<file path="src/hw/rtl/sjd_pkg.sv">
// sjd_pkg: shared types and constants for the stillness jolt detector
// holds reset values, register indexes, controller states and the
// command/status structs between controller and datapath; no dependencies
package sjd_pkg;

  // default parameter values
  localparam int unsigned MAX_WINDOW_DEF = 256;
  localparam int unsigned RATE_NUM_DEF   = 10;
  localparam int unsigned SCALE_DIV_DEF  = 10;

  // fixed field widths
  localparam int unsigned SAMPLE_W   = 13;
  localparam int unsigned JERK_W     = 16;
  localparam int unsigned CFG_IDX_W  = 3;
  localparam int unsigned CFG_DATA_W = 32;
  localparam int unsigned WL_CFG_W   = 9;
  localparam int unsigned MEAN_W     = 32;
  localparam int unsigned DEV_W      = 33;

  // register reset values
  localparam int unsigned WINDOW_RESET = 50;
  localparam logic [31:0] SENS_RESET   = 32'd400;
  localparam logic [31:0] STILL_RESET  = 32'd0;
  localparam logic        VIB_RESET    = 1'b1;
  localparam logic        RING_RESET   = 1'b1;

  typedef enum logic [CFG_IDX_W-1:0] {
    REG_WINDOW_LENGTH  = 3'd0,
    REG_SENSITIVITY    = 3'd1,
    REG_STILL_LEVEL    = 3'd2,
    REG_VIBRATE_ENABLE = 3'd3,
    REG_RING_ENABLE    = 3'd4
  } cfg_reg_e;

  typedef enum logic [3:0] {
    ST_IDLE,
    ST_MUL,
    ST_DIVC,
    ST_WRITE,
    ST_SCAN,
    ST_DRAIN,
    ST_DIV,
    ST_DEV,
    ST_OUT
  } state_e;

  typedef struct packed {
    logic accept;
    logic jerk_mul;
    logic jerk_div;
    logic jerk_write;
    logic scan_start;
    logic scan_issue;
    logic div_start;
    logic div_step;
    logic dev_calc;
    logic out_load;
  } cmd_t;

  typedef struct packed {
    logic issue_last;
    logic pipe_busy;
    logic div_last;
  } status_t;

endpackage

</file>
<file path="src/hw/rtl/sjd_ctrl.sv">
// sjd_ctrl: sequencer for the stillness jolt detector
// drives the datapath commands and both handshakes; uses sjd_pkg
module sjd_ctrl (
  input  logic              clk_i,
  input  logic              rst_ni,
  input  logic              in_valid_i,
  output logic              in_ready_o,
  output logic              out_valid_o,
  input  logic              out_ready_i,
  input  sjd_pkg::status_t  status_i,
  output sjd_pkg::cmd_t     cmd_o
);
  import sjd_pkg::*;

  state_e state_q, state_d;
  logic   out_valid_q, out_valid_d;

  always_ff @(posedge clk_i or negedge rst_ni) begin
    if (!rst_ni) begin
      state_q     <= ST_IDLE;
      out_valid_q <= 1'b0;
    end else begin
      state_q     <= state_d;
      out_valid_q <= out_valid_d;
    end
  end

  always_comb begin
    state_d    = state_q;
    cmd_o      = '0;
    in_ready_o = 1'b0;
    case (state_q)
      ST_IDLE: begin
        in_ready_o = 1'b1;
        if (in_valid_i) begin
          cmd_o.accept = 1'b1;
          state_d      = ST_MUL;
        end
      end
      ST_MUL: begin
        cmd_o.jerk_mul = 1'b1;
        state_d        = ST_DIVC;
      end
      ST_DIVC: begin
        cmd_o.jerk_div = 1'b1;
        state_d        = ST_WRITE;
      end
      ST_WRITE: begin
        cmd_o.jerk_write = 1'b1;
        cmd_o.scan_start = 1'b1;
        state_d          = ST_SCAN;
      end
      ST_SCAN: begin
        cmd_o.scan_issue = 1'b1;
        if (status_i.issue_last) begin
          state_d = ST_DRAIN;
        end
      end
      ST_DRAIN: begin
        if (!status_i.pipe_busy) begin
          cmd_o.div_start = 1'b1;
          state_d         = ST_DIV;
        end
      end
      ST_DIV: begin
        cmd_o.div_step = 1'b1;
        if (status_i.div_last) begin
          state_d = ST_DEV;
        end
      end
      ST_DEV: begin
        cmd_o.dev_calc = 1'b1;
        state_d        = ST_OUT;
      end
      ST_OUT: begin
        // wait until the output register is free
        if (!out_valid_q || out_ready_i) begin
          cmd_o.out_load = 1'b1;
          state_d        = ST_IDLE;
        end
      end
      default: begin
        state_d = ST_IDLE;
      end
    endcase
  end

  always_comb begin
    out_valid_d = out_valid_q;
    if (cmd_o.out_load) begin
      out_valid_d = 1'b1;
    end else if (out_ready_i) begin
      out_valid_d = 1'b0;
    end
  end

  assign out_valid_o = out_valid_q;

endmodule

</file>
<file path="config.mk">
export PLATFORM = sky130hd
export DESIGN_NAME = sjd_ctrl
export DESIGN_NICKNAME = d
export VERILOG_FILES = /design/src/hw/rtl/sjd_pkg.sv /design/src/hw/rtl/sjd_ctrl.sv
export SDC_FILE = /design/constraint.sdc
export NUM_CORES = 1
export LEC_CHECK = 0
export ABC_AREA = 0
export BUFFER_PORTS_ARGS = -buffer_cell sky130_fd_sc_hd__buf_2
export CORE_AREA = 2 2 39 41
export CTS_CLUSTER_SIZE = 12
export DETAILED_ROUTE_END_ITERATION = 10
export DIE_AREA = 0 0 41 43
export GPL_ROUTABILITY_DRIVEN = 0
export PLACE_DENSITY = 0.6
export SLEW_MARGIN = 0
export SYNTH_ARGS = -nofsm -noshare
export SYNTH_HDL_FRONTEND = slang
export SYNTH_SLANG_ARGS = --single-unit
</file>
<file path="constraint.sdc">
create_clock -name clk_i -period 1.1 [get_ports clk_i]
set_input_delay 0.11 -clock clk_i [delete_from_list [all_inputs] [get_ports clk_i]]
set_output_delay 0.11 -clock clk_i [all_outputs]
set_load 0.05 [all_outputs]
</file>
* Yosys cells after proc, flatten, opt, wreduce, memory -nomap -nowiden
Cells that the tools add are included.
** Word-level totals
- Register bits after elaboration :: 5
- Input port bits :: 7
- Output and inout port bits :: 12
** Operators by class
- Eq/ne operators :: 13
- Multiplexer cells :: 21
- Reductions and logical operators :: 5
** Operators by type and width (count)
- 4-bit one-hot mux with 9 select lines :: 1
- 4-bit two-way mux :: 5
- 4-bit by 3-bit equality test with 1-bit output (second input constant) :: 4
- 1-bit two-way mux :: 14
- 2-bit != test (second input constant) :: 5
- 4-bit by 2-bit equality test with 1-bit output (second input constant) :: 2
- 5-bit AND reduction :: 1
- 4-bit by 1-bit equality test with 1-bit output (second input constant) :: 1
- 4-bit equality test (second input constant) :: 1
- 4-bit logical NOT :: 1
- 2-bit two-way mux :: 1
- 2-bit nonzero test :: 1
- 1-bit logical NOT :: 1
- 1-bit logical OR :: 1

* Longest topological paths before layout
Gate-level depths: netlist of the first run.
- Depth after elaboration :: 5
- Mapped depth :: 4
- Depth with buffers taken out :: 3

* Worst setup path after synthesis of the first run
No wires, ideal clock.
- Path kind :: reg-to-output
- Start point :: reg state_q[0]
- End point :: out cmd_o[6] (netlist bit)
- Arrival time :: 2.039 ns
- Required time :: 0.990 ns
- Path slack :: -1.049 ns
- Cell stages (with the launch flop) :: 4
- Buffers on the path :: 1
- Path through :: dfrtp_1 -> nand2_1 -> nor3_1 -> buf_4
** RTL lines
- from (decl) :: RTL line sjd_ctrl.sv:15 : state_e state_q, state_d;
- from (signal assigned) :: RTL line sjd_ctrl.sv:23 : state_q <= state_d;
- to (decl) :: RTL line sjd_ctrl.sv:11 : output sjd_pkg::cmd_t cmd_o

==> results.ini, run 1 <==
[clocking]
cts_buffer_depth = 2
cts.sinks = 5
cts_root_buf = clkbuf_4
insertion_delay_ns = 0.24
numCtsBuffers = 3
clk_pin_slew_ns = 0.04
h-tree-depth = 1
tritoncts = built

[power]
pwr-share-seq = 0.145
p_leak_uw = 0.000372
total_power_uw = 2850
internal_power_uw = 1440
comb_power_share = 0.782
sw_frac_of_total = 0.494
ir_drop_mv = 1.28
pwr-share-clk = 0.073
power_density_nw_per_um2 = 3390
p_switching_uw = 1410

[floorplanning]
num_rows = 14
coreArea_um2 = 1380
initial_core_util = 0.241
chipWidth_um = 41
ios = 19
die-area_um2 = 1760
fp.dieH_um = 43

[sta]
rsz0062_at_grt = true
fmax_mhz = 689
fin_ws_ns = -0.352
maxSlewHeadroom = 0.841
min_period_ns = 1.45
finalCritPeriodShare = 1.32
maxSlewViolCount = 0
fin_setup_tns_ns = -3.38
setup_viol = 12
hold_viol_final = 0
tightest_slew_ns = 0.237
clock_skew_ns = 0.00145

[placement]
io_buffer_count = 18
placed_cell_area_um2 = 579
dp_hpwl_um = 735
dp_slack_ns = -0.173

[cells_and_area]
diodes = 0
final_cell_mix = buf_6 (16), buf_4 (8), buf_2 (7)
design_area_um2 = 841
area_delta_synth_final_pct = 153
fill_cells = 108
final_nets = 83
layout-drive-gt1-share = 0.840
final_common_cell = buf_6

[critical_path]
criticalPathCategory = reg2out
endpoint_kind = primary output
cp_max_fo = 6
required_ns = 0.99
timing.rr.start = state_q[2]$_DFFE_PN0P_
arrival_ns = 1.34
rrSetupSlack_ns = -0.12
reg2reg_depth = 5
start_kind = flip-flop
rr_endpoint = state_q[0]$_DFFE_PN0P_

[global_routing]
grt_pass1_wl_um = 1750
antenna_found_initial = 0
grt_pass1_vias = 446
top_usage_layer = met2
grt.total_usage = 0.154
grt_util_met2 = 0.281
grt-ovfl-total = 0
use_met3 = 0.0314
use_met1 = 0.134
grt_max_degree = 7

[run_status]
violations = negative setup slack
status = complete, but fails checks

[route]
wl_per_cell_um = 12.7
routed_wl_um = 1160
vias_per_cell = 4.63
drtIter0Drc = 1
vias = 421
firstDrtPassIters = 3
ant_nets = 0
drc = 0

[logic_synthesis]
synth.top_cell.area_share = 0.376
yosysSeqAreaShare = 0.376
syn_nets = 47
synth_cell_types = 16
yosysTopAreaCell = dfrtp_1
synth_seq_cells = 5
synth_area_um2 = 333
syn_avg_cell_area_um2 = 8.32
synthTopCellsByArea = dfrtp_1 (38%), nand2b_1 (9.4%), nor3_1 (7.5%), buf_4 (6.8%), nor2_1 (5.6%)
yosysWarnings = 0
synth_cells = 40

[worst_hold_path]
hold_class = in2async

[flow_run]
maxCapViolCount = 0

==> sequential cells by signal (all words and copies together) (netlist names) <==
| signal | count |
|---|---|
| out_valid_o | 1 |
| state_q | 4 |
==> metrics by stage <==
stage | hold slack (ns) | std cells | util
2_1_floorplan | -0.186 | 40 | -
3_3_place_gp | -0.0755 | 82 | 0.419
6_report | 0.223 | 91 | 0.608
4_1_cts | 0.165 | 91 | 0.561
5_1_grt | 0.218 | 91 | 0.608
3_5_place_dp | -0.0716 | 82 | 0.419
==> worst max-delay path by stage <==
| stage | cells past startpoint | endpoint | start |
|---|---|---|---|
| global route | 4 | cmd_o[0] | state_q[1]$_DFFE_PN0P_ |
| CTS | 5 | cmd_o[3] | state_q[3]$_DFFE_PN0P_ |
| finish | 3 | cmd_o[9] | state_q[0]$_DFFE_PN0P_ |
| global placement | 5 | cmd_o[4] | state_q[3]$_DFFE_PN0P_ |
| detailed placement | 4 | cmd_o[9] | state_q[3]$_DFFE_PN0P_ |
| floorplan | 3 | cmd_o[9] | state_q[2]$_DFFE_PN0P_ |
==> cells in the mapped netlist, drive strengths merged <==
master and instances:
a21oi 2, a2bb2oi 1, and2 1, buf 4, dfrtp 5, mux2 1
nand2 4, nand2b 5, nand3b 1, nor2 5, nor2b 3, nor3 5
nor4 1, o22ai 1, xor2 1
==> power groups by stage <==
stage	combinational (uW)	sequential (uW)	clock, uW
detailed placement	1520	369	0
global placement	1490	365	0
finish	2230	414	208
CTS	1970	410	216
global route	2350	422	239
floorplan	1090	383	0
==> area by class of cell <==
type,count,area [um2],share of cell area
multi-input cells,31,334,0.397
repair buffers,35,330,0.393
flip-flops and latches,5,130,0.155
clock buffers,4,26.3,0.0313
well taps,16,20.0,0.0238
==> kinds of logic after synthesis <==
| group | count (synthesis) | share of synthesized area |
|---|---|---|
| flip-flops | 5 | 0.376 |
| XOR/XNOR | 1 | 0.0263 |
| multiplexers | 1 | 0.0338 |
| AND/OR/NAND/NOR | 25 | 0.406 |
| buffers and inverters | 4 | 0.0827 |
| AO/OA/AOI/OAI | 4 | 0.0752 |
==> metal layers <==
layer  wire (um)  up-vias
li1            -      200
met1         443      207
met2         653       12
met3          49        2
met4          12        0
met5           0        -
==> critical path: stages (launching register included) <==
cell and delay, ns:
dfrtp_2 0.47, nor4_4 0.30, and2_4 0.19, buf_8 0.14
==> what timing repair did <==
action / CTS / global route
buffers inserted: 4 / 1
gates resized for setup: 38 / 15
pin swaps: 3 / 2
endpoints found under the setup margin: 14 / 16
hold buffers: 1 / 0
endpoints found under the hold margin: 5 / 0
Note: power is estimated with default switching activity, not from simulation.
==> run 2, diff against run 1 <==
==> constraint.sdc (replaced) <==
create_clock -name clk_i -period 1.4 [get_ports clk_i]
set_input_delay 0.14 -clock clk_i [delete_from_list [all_inputs] [get_ports clk_i]]
set_output_delay 0.14 -clock clk_i [all_outputs]
set_load 0.05 [all_outputs]
==> results.ini, run 2 (synthesis gave the netlist of run 1 again) <==
[run_status]
status = complete, but fails checks
violations = negative setup slack

[global_routing]
grt_pass1_wl_um = 1410
antenna_found_initial = 0
grt.total_usage = 0.120
grt_pass1_vias = 352
grt_max_degree = 9
grt-ovfl-total = 0

[floorplanning]
num_rows = 14
ios = 19
fp.dieH_um = 43
chipWidth_um = 41
initial_core_util = 0.241
die-area_um2 = 1760
coreArea_um2 = 1380

[clocking]
clk_pin_slew_ns = 0.04
cts_buffer_depth = 2
cts.sinks = 5
cts_root_buf = clkbuf_4
tritoncts = built
numCtsBuffers = 3
h-tree-depth = 1
insertion_delay_ns = 0.23

[power]
ir_drop_mv = 0.784
p_leak_uw = 0.000305
power_density_nw_per_um2 = 2620

[route]
drc = 0
ant_nets = 0
routed_wl_um = 856
drtIter0Drc = 0
wl_per_cell_um = 10.2
vias_per_cell = 4.45
vias = 374
firstDrtPassIters = 1

[worst_hold_path]
hold_end = out_valid_o$_DFFE_PN0P_
worst_hold_path.num_cells = 3
worst_hold_startpoint = out_ready_i
hold_class = in2reg

[critical_path]
criticalPathCategory = reg2out
endpoint_kind = primary output
start_kind = flip-flop
rrSetupSlack_ns = 0.18
crit_path_max_incr_delay_ns = 0.45
arrival_ns = 1.30
crit_path_top_delay_cell = dfrtp_2
timing.rr.start = state_q[2]$_DFFE_PN0P_
required_ns = 1.26
crit_chain = nor4_4, and2_4, buf_8
reg2reg_depth = 4
cp_max_fo = 7
rr_endpoint = state_q[0]$_DFFE_PN0P_

[sta]
tightest_slew_ns = 0.241
hold_viol_final = 0
setup_viol = 2
fmax_mhz = 693
maxSlewHeadroom = 0.839
rsz0062_at_grt = true
clock_skew_ns = 0.000914
maxSlewViolCount = 0
min_period_ns = 1.44
fin_ws_ns = -0.0428
finalCritPeriodShare = 1.03

[cells_and_area]
largest_reg_flops = 4
diodes = 0
final_common_cell = buf_4
area_delta_synth_final_pct = 98.1
design_area_um2 = 659
top_register = state_q
fill_cells = 134
layout-drive-gt1-share = 0.662
final_nets = 76
final_cell_mix = buf_4 (11), buf_2 (8), buf_6 (7)

[placement]
io_buffer_count = 18
dp_slack_ns = 0.0616
placed_cell_area_um2 = 498
dp_hpwl_um = 619

[flow_run]
maxCapViolCount = 0

==> run 2: worst max-delay path, delay by kind of cell, from the launching register on <==
kind	cells	cell delay, ns
AND/OR/NAND/NOR	2	0.48
flip-flops	1	0.45
buffers and inverters	1	0.13
==> run 2: cell type report <==
type	count	area (um2)	area share
tap	16	20.0	0.0304
timing repair buffer	28	226	0.343
multi-input combinational	31	258	0.391
clock buffer	4	26.3	0.0398
sequential	5	129	0.195
==> run 2: timing repair <==
action,CTS,global route
gates resized for setup,24,4
pin swaps,1,0
hold buffers,1,0
gates cloned,0,0
setup endpoints to repair,11,10
hold endpoints to repair,5,0
setup buffers,6,0
==> run 2: layer usage <==
| metal | share of wire | vias up | track usage |
|---|---|---|---|
| met4 | 0.0093 | 0 | 0.100 |
| met5 | 0 | - | 0 |
| li1 | - | 189 | - |
| met3 | 0.062 | 2 | 0.0157 |
| met1 | 0.41 | 170 | 0.138 |
| met2 | 0.52 | 13 | 0.184 |
==> run 2: where the power goes <==
part / switching, uW / total (uW) / internal, uW / leakage [uW]
Combinational: 744 / 1260 / 513 / 0.000230
Clock: 52.0 / 159 / 107 / 0.0000150
Sequential: 104 / 311 / 208 / 0.0000605
==> run 2: through the flow <==
stage	hold WS [ns]	total power, uW	instances	TNS, ns	util
global placement	-0.0459	1280	73	0	0.360
global route	0.259	1840	84	-0.490	0.476
finish	0.210	1730	84	-0.0653	0.476
CTS	0.194	1710	84	-0.123	0.469
floorplan	-0.156	1110	40	-0.654	-
detailed placement	-0.0415	1280	73	0	0.360
==> run 2: worst max-delay path by stage <==
stage | from | to | cells after the start
final | state_q[0]$_DFFE_PN0P_ | cmd_o[9] | 3
after global placement | state_q[0]$_DFFE_PN0P_ | cmd_o[9] | 3
after CTS | state_q[0]$_DFFE_PN0P_ | cmd_o[9] | 3
after global routing | state_q[0]$_DFFE_PN0P_ | cmd_o[9] | 3
after floorplan | state_q[2]$_DFFE_PN0P_ | cmd_o[9] | 3
after detailed placement | state_q[0]$_DFFE_PN0P_ | cmd_o[9] | 3
